<file path="config.mk">
export PLATFORM = sky130hd
export DESIGN_NAME = windowed_rms_meter_unit
export DESIGN_NICKNAME = d
export VERILOG_FILES = /design/src/hdl/wrm_pkg.sv /design/src/hdl/wrm_front.sv /design/src/hdl/wrm_queue.sv /design/src/hdl/wrm_back.sv /design/src/hdl/windowed_rms_meter_unit.sv
export SDC_FILE = /design/constraint.sdc
export NUM_CORES = 2
export LEC_CHECK = 0
export BUFFER_PORTS_ARGS = -buffer_cell sky130_fd_sc_hd__buf_2
export CORE_MARGIN = 3
export CORE_UTILIZATION = 39
export DETAILED_ROUTE_END_ITERATION = 7
export PLACE_DENSITY = 0.56
export REMOVE_ABC_BUFFERS = 1
export SYNTH_ARGS = -nofsm -noshare
export SYNTH_HDL_FRONTEND = slang
export SYNTH_SLANG_ARGS = --single-unit
</file>
<file path="constraint.sdc">
create_clock -name clock -period 9.9 [get_ports clock]
set_input_delay 1.485 -clock clock [delete_from_list [all_inputs] [get_ports clock]]
set_output_delay 1.485 -clock clock [all_outputs]
set_load 0.005 [all_outputs]
</file>
<file path="src/hdl/wrm_pkg.sv">
// Shared constants, codes and types of the windowed RMS meter.
`timescale 1ns / 1ps
`default_nettype none

package wrm_pkg;

   // Window limits
   localparam int MAX_SAMPLES = 512;
   localparam int SAMPLE_BITS = 12;

   // Port field widths
   localparam int CODE_W   = 12;
   localparam int OFF_W    = 12;
   localparam int GAIN_W   = 18;
   localparam int CSR_W    = 18;
   localparam int CSR_IDX_W = 2;
   localparam int RMS_W    = 21;
   localparam int USED_W   = 10;
   localparam int STATUS_W = 2;

   // Internal widths; most follow from the window limits and port widths
   localparam int CODE_USE_W = (SAMPLE_BITS < CODE_W) ? SAMPLE_BITS : CODE_W;
   localparam int SQ_W       = 2 * SAMPLE_BITS;
   localparam int COUNT_W    = $clog2(MAX_SAMPLES + 1);
   localparam int SUM_W      = SQ_W + COUNT_W;
   localparam int FRAC_W     = 8;
   localparam int DIV_W      = SUM_W + FRAC_W;
   localparam int ROOT_IN_W  = DIV_W + (DIV_W % 2);
   localparam int RT_W       = ROOT_IN_W / 2;
   localparam int OFFQ_W     = OFF_W + 4;
   localparam int MAG_W      = (RT_W > OFFQ_W) ? RT_W : OFFQ_W;
   localparam int PROD_W     = MAG_W + GAIN_W;
   localparam int SCALE_SHIFT = 12;
   localparam int SUMR_W     = PROD_W + 1;
   localparam int SCALED_W   = SUMR_W - SCALE_SHIFT;
   localparam int STEP_W     = $clog2(DIV_W + 1);

   localparam logic [SUMR_W-1:0]   ROUND_HALF  = SUMR_W'(1) << (SCALE_SHIFT - 1);
   localparam logic [SCALED_W-1:0] RMS_POS_MAX = SCALED_W'((1 << (RMS_W - 1)) - 1);
   localparam logic [SCALED_W-1:0] RMS_NEG_MAG = SCALED_W'(1 << (RMS_W - 1));

   // Job queue between the accumulator and the arithmetic back end
   localparam int QUEUE_DEPTH = 2;
   localparam int QPTR_W      = (QUEUE_DEPTH > 1) ? $clog2(QUEUE_DEPTH) : 1;
   localparam int QCNT_W      = $clog2(QUEUE_DEPTH + 1);

   // Codes
   localparam logic ACTION_SAMPLE = 1'b0;
   localparam logic ACTION_END    = 1'b1;

   localparam logic [STATUS_W-1:0] STATUS_OK    = 2'd0;
   localparam logic [STATUS_W-1:0] STATUS_EMPTY = 2'd1;
   localparam logic [STATUS_W-1:0] STATUS_DROP  = 2'd2;

   localparam logic [CSR_IDX_W-1:0] CSR_OFFSET = 2'd0;
   localparam logic [CSR_IDX_W-1:0] CSR_GAIN   = 2'd1;

   localparam logic [OFF_W-1:0]  OFFSET_RESET = 12'd503;
   localparam logic [GAIN_W-1:0] GAIN_RESET   = 18'd51441;

   typedef struct packed {
      logic [SUM_W-1:0]   sum;
      logic [COUNT_W-1:0] count;
      logic               overflow;
   } job_type;

   typedef struct packed {
      logic [OFF_W-1:0]  offset;
      logic [GAIN_W-1:0] gain;
   } cfg_type;

endpackage

`default_nettype wire

</file>
<file path="src/hdl/wrm_front.sv">
// Front end: squares samples, accumulates the window and posts closed windows.
`timescale 1ns / 1ps
`default_nettype none

module wrm_front (
   input  wire logic                        clock,
   input  wire logic                        reset,
   input  wire logic                        in_valid,
   input  wire logic                        in_action,
   input  wire logic [wrm_pkg::CODE_W-1:0]  in_code,
   output logic                             in_stall,
   output logic                             push,
   output wrm_pkg::job_type                 push_job,
   input  wire logic                        queue_full
);

   logic                        stg_valid_ff, stg_valid_in;
   logic                        stg_end_ff;
   logic [wrm_pkg::SQ_W-1:0]    stg_square_ff;
   logic [wrm_pkg::SUM_W-1:0]   sum_ff, sum_in;
   logic [wrm_pkg::COUNT_W-1:0] count_ff, count_in;
   logic                        overflow_ff, overflow_in;
   logic                        hold;
   logic                        accept;
   logic [wrm_pkg::CODE_USE_W-1:0]   code_use;
   logic [2*wrm_pkg::CODE_USE_W-1:0] square;

   // Hold a window end in the stage until the queue has room
   assign hold     = stg_valid_ff & (stg_end_ff == wrm_pkg::ACTION_END) & queue_full;
   assign in_stall = hold;
   assign accept   = in_valid & ~hold;

   assign code_use = in_code[wrm_pkg::CODE_USE_W-1:0];
   assign square   = code_use * code_use;

   assign stg_valid_in = hold | accept;

   assign push           = stg_valid_ff & (stg_end_ff == wrm_pkg::ACTION_END) & ~queue_full;
   assign push_job.sum      = sum_ff;
   assign push_job.count    = count_ff;
   assign push_job.overflow = overflow_ff;

   always_comb begin
      sum_in      = sum_ff;
      count_in    = count_ff;
      overflow_in = overflow_ff;
      if (stg_valid_ff && stg_end_ff == wrm_pkg::ACTION_SAMPLE) begin
         if (count_ff >= wrm_pkg::COUNT_W'(wrm_pkg::MAX_SAMPLES)) begin
            overflow_in = 1'b1;
         end else begin
            sum_in   = sum_ff + wrm_pkg::SUM_W'(stg_square_ff);
            count_in = count_ff + wrm_pkg::COUNT_W'(1);
         end
      end else if (push) begin
         sum_in      = '0;
         count_in    = '0;
         overflow_in = 1'b0;
      end
   end

   always_ff @(posedge clock) begin
      if (reset) begin
         stg_valid_ff <= 1'b0;
         sum_ff       <= '0;
         count_ff     <= '0;
         overflow_ff  <= 1'b0;
      end else begin
         stg_valid_ff <= stg_valid_in;
         sum_ff       <= sum_in;
         count_ff     <= count_in;
         overflow_ff  <= overflow_in;
      end
   end

   always_ff @(posedge clock) begin
      if (accept) begin
         stg_end_ff    <= in_action;
         stg_square_ff <= wrm_pkg::SQ_W'(square);
      end
   end

endmodule

`default_nettype wire

</file>
<file path="src/hdl/wrm_queue.sv">
// Short queue of closed windows between the front and back ends.
`timescale 1ns / 1ps
`default_nettype none

module wrm_queue (
   input  wire logic        clock,
   input  wire logic        reset,
   input  wire logic        push,
   input  wire wrm_pkg::job_type push_job,
   output logic             full,
   input  wire logic        pop,
   output wrm_pkg::job_type pop_job,
   output logic             empty
);

   wrm_pkg::job_type                entry_ff [wrm_pkg::QUEUE_DEPTH];
   logic [wrm_pkg::QPTR_W-1:0]      wr_ptr_ff, rd_ptr_ff;
   logic [wrm_pkg::QCNT_W-1:0]      fill_ff, fill_in;
   logic                            do_push, do_pop;

   assign full    = (fill_ff == wrm_pkg::QCNT_W'(wrm_pkg::QUEUE_DEPTH));
   assign empty   = (fill_ff == '0);
   assign do_push = push & ~full;
   assign do_pop  = pop & ~empty;
   assign pop_job = entry_ff[rd_ptr_ff];

   function automatic logic [wrm_pkg::QPTR_W-1:0] next_ptr(input logic [wrm_pkg::QPTR_W-1:0] p);
      if (p == wrm_pkg::QPTR_W'(wrm_pkg::QUEUE_DEPTH - 1)) begin
         return '0;
      end
      return p + wrm_pkg::QPTR_W'(1);
   endfunction

   always_comb begin
      fill_in = fill_ff;
      if (do_push && !do_pop) begin
         fill_in = fill_ff + wrm_pkg::QCNT_W'(1);
      end else if (do_pop && !do_push) begin
         fill_in = fill_ff - wrm_pkg::QCNT_W'(1);
      end
   end

   always_ff @(posedge clock) begin
      if (reset) begin
         wr_ptr_ff <= '0;
         rd_ptr_ff <= '0;
         fill_ff   <= '0;
      end else begin
         fill_ff <= fill_in;
         if (do_push) begin
            wr_ptr_ff <= next_ptr(wr_ptr_ff);
         end
         if (do_pop) begin
            rd_ptr_ff <= next_ptr(rd_ptr_ff);
         end
      end
   end

   always_ff @(posedge clock) begin
      if (do_push) begin
         entry_ff[wr_ptr_ff] <= push_job;
      end
   end

endmodule

`default_nettype wire

</file>
<file path="src/hdl/wrm_back.sv">
// Back end: mean square division, square root, calibration and result register.
`timescale 1ns / 1ps
`default_nettype none

module wrm_back (
   input  wire logic                          clock,
   input  wire logic                          reset,
   input  wire logic                          job_ready,
   input  wire wrm_pkg::job_type              job,
   output logic                               pop,
   input  wire wrm_pkg::cfg_type              cfg,
   output logic                               rsp_valid,
   input  wire logic                          rsp_stall,
   output logic signed [wrm_pkg::RMS_W-1:0]   rsp_rms,
   output logic [wrm_pkg::USED_W-1:0]         rsp_used,
   output logic [wrm_pkg::STATUS_W-1:0]       rsp_status
);

   typedef enum logic [5:0] {
      ST_IDLE = 6'b000001,
      ST_DIV  = 6'b000010,
      ST_ROOT = 6'b000100,
      ST_MAG  = 6'b001000,
      ST_PROD = 6'b010000,
      ST_DONE = 6'b100000
   } state_type;

   localparam int DW  = wrm_pkg::DIV_W;
   localparam int CW  = wrm_pkg::COUNT_W;
   localparam int RW  = wrm_pkg::RT_W;
   localparam int RIW = wrm_pkg::ROOT_IN_W;

   state_type                      state_ff, state_in;
   logic [wrm_pkg::STEP_W-1:0]     step_ff, step_in;
   logic [CW-1:0]                  divisor_ff, divisor_in;
   logic [DW-1:0]                  dq_ff, dq_in;
   logic [CW-1:0]                  rem_ff, rem_in;
   logic [RIW-1:0]                 rad_ff, rad_in;
   logic [RW-1:0]                  root_ff, root_in;
   logic [RW:0]                    srem_ff, srem_in;
   logic [wrm_pkg::MAG_W-1:0]      mag_ff, mag_in;
   logic                           neg_ff, neg_in;
   logic [wrm_pkg::PROD_W-1:0]     prod_ff, prod_in;
   logic [CW-1:0]                  used_ff, used_in;
   logic                           drop_ff, drop_in;
   logic                           empty_ff, empty_in;

   logic                           out_valid_ff, out_valid_in;
   logic [wrm_pkg::RMS_W-1:0]      out_rms_ff, out_rms_in;
   logic [wrm_pkg::USED_W-1:0]     out_used_ff, out_used_in;
   logic [wrm_pkg::STATUS_W-1:0]   out_status_ff, out_status_in;

   logic [CW:0]                    div_trial;
   logic                           div_ge;
   logic [RW+2:0]                  rt_acc, rt_trial;
   logic                           rt_ge;
   logic [wrm_pkg::MAG_W-1:0]      offq, rootx;
   logic [wrm_pkg::SUMR_W-1:0]     rounded;
   logic [wrm_pkg::SCALED_W-1:0]   scaled, sat;
   logic [wrm_pkg::RMS_W-1:0]      rms_value;
   logic                           out_free;
   logic                           load_out;

   assign out_free = ~out_valid_ff | ~rsp_stall;

   // Restoring division step, one quotient bit per cycle
   assign div_trial = {rem_ff, dq_ff[DW-1]};
   assign div_ge    = (div_trial >= {1'b0, divisor_ff});

   // Square root step, two radicand bits per cycle
   assign rt_acc   = {srem_ff, rad_ff[RIW-1 -: 2]};
   assign rt_trial = {(RW + 1)'(root_ff), 2'b01};
   assign rt_ge    = (rt_acc >= rt_trial);

   assign offq  = wrm_pkg::MAG_W'({cfg.offset, 4'b0000});
   assign rootx = wrm_pkg::MAG_W'(root_ff);

   // Round half away from zero on the magnitude, then saturate
   assign rounded = wrm_pkg::SUMR_W'(prod_ff) + wrm_pkg::ROUND_HALF;
   assign scaled  = rounded[wrm_pkg::SUMR_W-1:wrm_pkg::SCALE_SHIFT];

   always_comb begin
      if (neg_ff) begin
         sat       = (scaled > wrm_pkg::RMS_NEG_MAG) ? wrm_pkg::RMS_NEG_MAG : scaled;
         rms_value = wrm_pkg::RMS_W'(wrm_pkg::SCALED_W'(0) - sat);
      end else begin
         sat       = (scaled > wrm_pkg::RMS_POS_MAX) ? wrm_pkg::RMS_POS_MAX : scaled;
         rms_value = wrm_pkg::RMS_W'(sat);
      end
   end

   always_comb begin
      state_in   = state_ff;
      step_in    = step_ff;
      divisor_in = divisor_ff;
      dq_in      = dq_ff;
      rem_in     = rem_ff;
      rad_in     = rad_ff;
      root_in    = root_ff;
      srem_in    = srem_ff;
      mag_in     = mag_ff;
      neg_in     = neg_ff;
      prod_in    = prod_ff;
      used_in    = used_ff;
      drop_in    = drop_ff;
      empty_in   = empty_ff;
      pop        = 1'b0;
      load_out   = 1'b0;
      case (state_ff)
         ST_IDLE: begin
            if (job_ready) begin
               pop        = 1'b1;
               divisor_in = job.count;
               dq_in      = {job.sum, wrm_pkg::FRAC_W'(0)};
               rem_in     = '0;
               used_in    = job.count;
               drop_in    = job.overflow;
               empty_in   = (job.count == '0);
               step_in    = '0;
               state_in   = (job.count == '0) ? ST_DONE : ST_DIV;
            end
         end
         ST_DIV: begin
            rem_in  = div_ge ? CW'(div_trial - {1'b0, divisor_ff}) : div_trial[CW-1:0];
            dq_in   = {dq_ff[DW-2:0], div_ge};
            step_in = step_ff + wrm_pkg::STEP_W'(1);
            if (step_ff == wrm_pkg::STEP_W'(DW - 1)) begin
               rad_in   = RIW'(dq_in);
               root_in  = '0;
               srem_in  = '0;
               step_in  = '0;
               state_in = ST_ROOT;
            end
         end
         ST_ROOT: begin
            srem_in = rt_ge ? (RW + 1)'(rt_acc - rt_trial) : (RW + 1)'(rt_acc);
            root_in = {root_ff[RW-2:0], rt_ge};
            rad_in  = rad_ff << 2;
            step_in = step_ff + wrm_pkg::STEP_W'(1);
            if (step_ff == wrm_pkg::STEP_W'(RW - 1)) begin
               state_in = ST_MAG;
            end
         end
         ST_MAG: begin
            neg_in   = (rootx < offq);
            mag_in   = (rootx < offq) ? (offq - rootx) : (rootx - offq);
            state_in = ST_PROD;
         end
         ST_PROD: begin
            prod_in  = wrm_pkg::PROD_W'(mag_ff) * wrm_pkg::PROD_W'(cfg.gain);
            state_in = ST_DONE;
         end
         ST_DONE: begin
            if (out_free) begin
               load_out = 1'b1;
               state_in = ST_IDLE;
            end
         end
         default: begin
            state_in = ST_IDLE;
         end
      endcase
   end

   always_comb begin
      out_valid_in  = out_valid_ff;
      out_rms_in    = out_rms_ff;
      out_used_in   = out_used_ff;
      out_status_in = out_status_ff;
      if (load_out) begin
         out_valid_in = 1'b1;
         if (empty_ff) begin
            out_rms_in    = '0;
            out_used_in   = '0;
            out_status_in = wrm_pkg::STATUS_EMPTY;
         end else begin
            out_rms_in    = rms_value;
            out_used_in   = wrm_pkg::USED_W'(used_ff);
            out_status_in = drop_ff ? wrm_pkg::STATUS_DROP : wrm_pkg::STATUS_OK;
         end
      end else if (out_valid_ff && !rsp_stall) begin
         out_valid_in = 1'b0;
      end
   end

   always_ff @(posedge clock) begin
      if (reset) begin
         state_ff     <= ST_IDLE;
         step_ff      <= '0;
         out_valid_ff <= 1'b0;
      end else begin
         state_ff     <= state_in;
         step_ff      <= step_in;
         out_valid_ff <= out_valid_in;
      end
   end

   always_ff @(posedge clock) begin
      divisor_ff    <= divisor_in;
      dq_ff         <= dq_in;
      rem_ff        <= rem_in;
      rad_ff        <= rad_in;
      root_ff       <= root_in;
      srem_ff       <= srem_in;
      mag_ff        <= mag_in;
      neg_ff        <= neg_in;
      prod_ff       <= prod_in;
      used_ff       <= used_in;
      drop_ff       <= drop_in;
      empty_ff      <= empty_in;
      out_rms_ff    <= out_rms_in;
      out_used_ff   <= out_used_in;
      out_status_ff <= out_status_in;
   end

   assign rsp_valid  = out_valid_ff;
   assign rsp_rms    = out_rms_ff;
   assign rsp_used   = out_used_ff;
   assign rsp_status = out_status_ff;

endmodule

`default_nettype wire

</file>
<file path="src/hdl/windowed_rms_meter_unit.sv">
// Top level of the windowed true-RMS meter.
//
// Request channel (req_*): one word per cycle while req_stall is low. action 0
// carries an ADC code that is squared and added to the open window; action 1
// closes the window. Samples past MAX_SAMPLES in one window are dropped and flagged.
// Response channel (rsp_*): one word per closed window: calibrated RMS in mV,
// the sample count and a status code (ok, empty window, samples dropped).
// Config port (csr_*): index 0 is the offset code, index 1 the Q8 gain; write
// only while the block is idle. Other indexes are ignored.
//
// Throughput: samples are taken every cycle while req_stall is low. A window end is
// posted to a two-deep queue; the back end takes one window at a time through idle,
// one divider step per quotient bit, one root step per root bit, then magnitude,
// product and done, and two closed windows may wait in the queue while it works.
// req_stall rises only when a window end meets a full queue.
// When rsp_stall is high the response holds; the back end finishes the next
// window and waits, the front keeps accumulating.
// Reset clears the window, queue and response, and loads the default
// calibration (offset 503 codes, gain 51441).
`timescale 1ns / 1ps
`default_nettype none

module windowed_rms_meter_unit (
   input  wire logic                              clock,
   input  wire logic                              reset,
   input  wire logic                              req_valid,
   output logic                                   req_stall,
   input  wire logic                              req_action,
   input  wire logic [wrm_pkg::CODE_W-1:0]        req_sample_code,
   output logic                                   rsp_valid,
   input  wire logic                              rsp_stall,
   output logic signed [wrm_pkg::RMS_W-1:0]       rsp_rms_millivolts,
   output logic [wrm_pkg::USED_W-1:0]             rsp_samples_used,
   output logic [wrm_pkg::STATUS_W-1:0]           rsp_status,
   input  wire logic                              csr_write,
   input  wire logic [wrm_pkg::CSR_IDX_W-1:0]     csr_index,
   input  wire logic [wrm_pkg::CSR_W-1:0]         csr_data
);

   wrm_pkg::cfg_type  cfg_ff;
   wrm_pkg::job_type  push_job;
   wrm_pkg::job_type  pop_job;
   logic              push;
   logic              pop;
   logic              queue_full;
   logic              queue_empty;

   // Calibration registers; unused indexes drop the write
   always_ff @(posedge clock) begin
      if (reset) begin
         cfg_ff.offset <= wrm_pkg::OFFSET_RESET;
         cfg_ff.gain   <= wrm_pkg::GAIN_RESET;
      end else if (csr_write) begin
         case (csr_index)
            wrm_pkg::CSR_OFFSET: cfg_ff.offset <= csr_data[wrm_pkg::OFF_W-1:0];
            wrm_pkg::CSR_GAIN:   cfg_ff.gain   <= csr_data[wrm_pkg::GAIN_W-1:0];
            default: begin
            end
         endcase
      end
   end

   // Accumulate the window
   wrm_front u_front (
      .clock      (clock),
      .reset      (reset),
      .in_valid   (req_valid),
      .in_action  (req_action),
      .in_code    (req_sample_code),
      .in_stall   (req_stall),
      .push       (push),
      .push_job   (push_job),
      .queue_full (queue_full)
   );

   // Buffer closed windows
   wrm_queue u_queue (
      .clock    (clock),
      .reset    (reset),
      .push     (push),
      .push_job (push_job),
      .full     (queue_full),
      .pop      (pop),
      .pop_job  (pop_job),
      .empty    (queue_empty)
   );

   // Divide, root, calibrate
   wrm_back u_back (
      .clock      (clock),
      .reset      (reset),
      .job_ready  (~queue_empty),
      .job        (pop_job),
      .pop        (pop),
      .cfg        (cfg_ff),
      .rsp_valid  (rsp_valid),
      .rsp_stall  (rsp_stall),
      .rsp_rms    (rsp_rms_millivolts),
      .rsp_used   (rsp_samples_used),
      .rsp_status (rsp_status)
   );

endmodule

`default_nettype wire

</file>
==> impl_metrics.py <==
metrics = {
    "run_status": {
        "run_status": "finished, final reports clean",
    },
    "placement": {
        "dp.final_hpwl_um": 63500,
        "gp_congestion": 0.861,
        "input_output_buffers": 72,
    },
    "cts": {
        "root_buffer": "sky130_fd_sc_hd__clkbuf_16",
        "tritoncts.num_buffers": 49,
        "postCtsSetupBuffers": 0,
        "cts.path.max_buffers": 3,
        "cts.htree.levels": 2,
        "cts_num_sinks": 440,
        "cts_tree": "yes",
        "cts_hold_buffers": 0,
        "clkSlewWorstSetupHoldPaths_ns": 0.06,
        "clkLatencyLatePin_ns": 0.63,
        "resized_cells_post_cts": 0,
    },
    "floorplan": {
        "fp.coreArea_um2": 93900,
        "rows": 112,
        "die-height_um": 315,
        "fp.dieArea_um2": 99100,
        "die-width_um": 315,
        "initial_core_util": 0.396,
        "floorplan.io_pins": 73,
    },
    "timing": {
        "clock_tree_skew_after_final_layout_ns": 0.0599,
        "least_margin_pin_slew_ns": 1.11,
        "rsz0062_at_grt": "no",
        "fin_crit_sh": 0.766,
        "final_hold_viols": 0,
        "maxClockFrequency_ghz": 0.132,
        "setup_tns_ns": 0,
        "timing_max_transition_violations_final": 0,
        "setup-violations-final": 0,
        "period_needed_ns": 7.58,
        "maxSlewHeadroom": 0.250,
    },
    "critical_path": {
        "arrival_ns": 7.96,
        "crit_path_max_fanout": 18,
        "critPathCaptureType": "flip-flop",
        "r2r_start": "u_back.mag_ff[9]",
        "worst_r2r_endpoint": "u_back.prod_ff[37]",
        "worst_r2r_path_depth": 21,
        "criticalPathCategory": "reg2reg",
        "critPathLaunchType": "flip-flop",
        "worstSetupStartpoint": "u_back.mag_ff[9]",
        "timing.reg2reg.setup_slack_ns": 2.32,
        "cp.required_ns": 10.28,
    },
    "flow_run": {
        "cap_violations": 0,
    },
    "finish": {
        "final.fill_count": 9235,
        "fin_nets": 4465,
        "antennaDiodeCount": 0,
        "final_util": 0.430,
        "area_added_between_synthesis_and_finish_pct": 8.64,
        "layout-drive-gt1-share": 0.0624,
    },
    "power_and_ir_drop": {
        "peakVddDrop_mv": 0.164,
        "p_per_area_nw_per_um2": 220,
        "total_power_w": 0.00888,
        "leakagePower_nw": 17.8,
    },
    "routing": {
        "postRouteWirelength_um": 83900,
        "detail-route-antenna-nets": 0,
        "drt-wirelength-per-cell_um": 16.5,
        "drtIter0Drc": 1427,
        "drt_pre_antenna_iters": 7,
        "avgViaCountPerCell": 5.04,
        "remaining_design_rule_violation_count": 0,
        "overall_via_count_from_detail_route": 25640,
    },
    "synth": {
        "number_of_synthesized_register_bits": 440,
        "synth_edf_count": 346,
        "netlist_area_before_placement_um2": 37200,
        "yosysTopAreaCellShare": 0.279,
        "synth.cells.most_frequent": "sky130_fd_sc_hd__inv_1, sky130_fd_sc_hd__nand2_1, sky130_fd_sc_hd__fa_1",
        "number_of_unique_standard_cell_types_used_by_synthesis": 88,
        "synthTopCellsByArea": "sky130_fd_sc_hd__edfxtp_1, sky130_fd_sc_hd__fa_1, sky130_fd_sc_hd__ha_1",
        "async_flop_share": 0,
        "ys_seq_area_frac": 0.330,
        "synth_cells": 3803,
        "synthDominantAreaCellType": "sky130_fd_sc_hd__edfxtp_1",
        "synth.yosys.warnings": 0,
        "yosys_most_used_dff": "sky130_fd_sc_hd__edfxtp_1",
        "yosysMostFrequentCell": "sky130_fd_sc_hd__inv_1",
        "synth_area_per_cell_um2": 9.78,
    },
    "global_routing": {
        "grt_use_total": 0.172,
        "overflow": 0,
        "grt_max_degree": 71,
        "grt_antenna_before_repair": 0,
        "via_count_of_the_first_global_routing_pass": 25737,
        "wire_length_of_the_first_global_routing_pass_um": 138000,
    },
    "hold_path": {
        "min-delay-start": "u_front.overflow_ff",
        "hold_depth": 0,
        "hold_path_class": "reg2reg",
        "timing.hold.worst_endpoint": "u_queue.entry_ff[1][0]",
    },
}
kinds of logic after synthesis:
kind of cell,count (synthesis),share of synthesized area
AOI/OAI and AO/OA,491,0.0865
DFF,440,0.330
buffers and inverters,714,0.0728
xor gates and xnor gates,154,0.0363
and+or+nand+nor,1301,0.165
adders and majority gates,639,0.292
muxes,64,0.0177
layout make-up:
cell class / count / area [um^2] / area share
multi-input combinational: 2649 / 22300 / 0.551
sequential: 440 / 12300 / 0.304
inverter: 551 / 2070 / 0.0512
tap: 1254 / 1570 / 0.0388
clock buffer: 66 / 1350 / 0.0334
timing repair buffer: 97 / 548 / 0.0136
clock inverter: 26 / 322 / 0.00796
power breakdown:
part / total, W / switching [W] / internal, W
clock network: 0.00187 / 0.000787 / 0.00108
registers: 0.00263 / 0.000135 / 0.00250
logic: 0.00438 / 0.00255 / 0.00183
per-layer routing:
layer  wire, um  global-route usage  vias to the layer above
li1           -                   -                    12467
met1      38500               0.236                    12653
met2      40900               0.292                      414
met3       2590              0.0170                      106
met4       1890              0.0434                        0
met5          0                   0                        -
per-stage QoR:
| stage | hold slack, ns | setup slack, ns | cell area, um^2 | cells |
|---|---|---|---|---|
| global placement | 0.447 | 2.35 | 38700 | 4991 |
| floorplan | 0.426 | 2.22 | 36600 | 3640 |
| global route | 0.488 | 1.80 | 40400 | 5083 |
| finish | 0.471 | 2.32 | 40400 | 5083 |
| detailed placement | 0.453 | 2.28 | 38700 | 4991 |
| CTS | 0.469 | 2.28 | 40400 | 5083 |
worst max path at each step:
stage / to / slack (ns) / depth (start not counted)
after floorplan: u_back.rad_ff[0] / 2.22 / 3
after global placement: u_back.prod_ff[37] / 2.35 / 21
after detailed placement: u_back.prod_ff[37] / 2.28 / 21
after CTS: u_back.prod_ff[37] / 2.28 / 21
after global routing: u_back.prod_ff[37] / 1.80 / 21
final: u_back.prod_ff[37] / 2.32 / 21
state kept, by name, summed over array words and instances, names as in the netlist, 21 cells and up, named ones only:
name and count:
u_queue.entry_ff 90, u_back.rad_ff 42, cfg_ff 30, u_back.dq_ff 42
u_back.rsp_rms 21, u_front.sum_ff 34, u_back.prod_ff 28, u_back.root_ff 21
u_back.mag_ff 21, u_back.srem_ff 22, u_front.stg_square_ff 23
layout by cell type (no fill, tap or decap), drive strengths merged, types with 13 or more instances in the layout:
cell type	instances
fa	382
nor3	51
edfxtp	346
or3	14
ha	257
a31oi	17
nand3	60
a211oi	21
a21o	44
a22oi	17
nand4	23
nand2b	15
nor2	274
o31ai	13
inv	554
dfxtp	94
o21a	18
and2	204
a21oi	181
mux2i	50
nor4	15
mux2	14
o21bai	13
clkinv	16
xor2	53
and3	23
clkbuf	66
nand2	546
buf	97
xnor2	101
o21ai	70
nor2b	22
worst max-delay path, cell delays in order, from the launching register on:
cell and delay, ns:
sky130_fd_sc_hd__edfxtp_1 0.70, sky130_fd_sc_hd__and2_1 0.32, sky130_fd_sc_hd__fa_1 0.50, sky130_fd_sc_hd__inv_1 0.06
sky130_fd_sc_hd__fa_1 0.50, sky130_fd_sc_hd__fa_1 0.58, sky130_fd_sc_hd__inv_1 0.06, sky130_fd_sc_hd__fa_1 0.50
sky130_fd_sc_hd__fa_1 0.58, sky130_fd_sc_hd__inv_1 0.07, sky130_fd_sc_hd__fa_1 0.54, sky130_fd_sc_hd__inv_1 0.04
sky130_fd_sc_hd__ha_1 0.38, sky130_fd_sc_hd__and4_1 0.30, sky130_fd_sc_hd__nor4b_1 0.16, sky130_fd_sc_hd__a41o_1 0.21
sky130_fd_sc_hd__a41o_1 0.24, sky130_fd_sc_hd__a41oi_1 0.38, sky130_fd_sc_hd__o221ai_1 0.25, sky130_fd_sc_hd__o41ai_1 0.65
sky130_fd_sc_hd__o21bai_1 0.14, sky130_fd_sc_hd__xor2_1 0.17
Power figures use the tool's default switching activity.
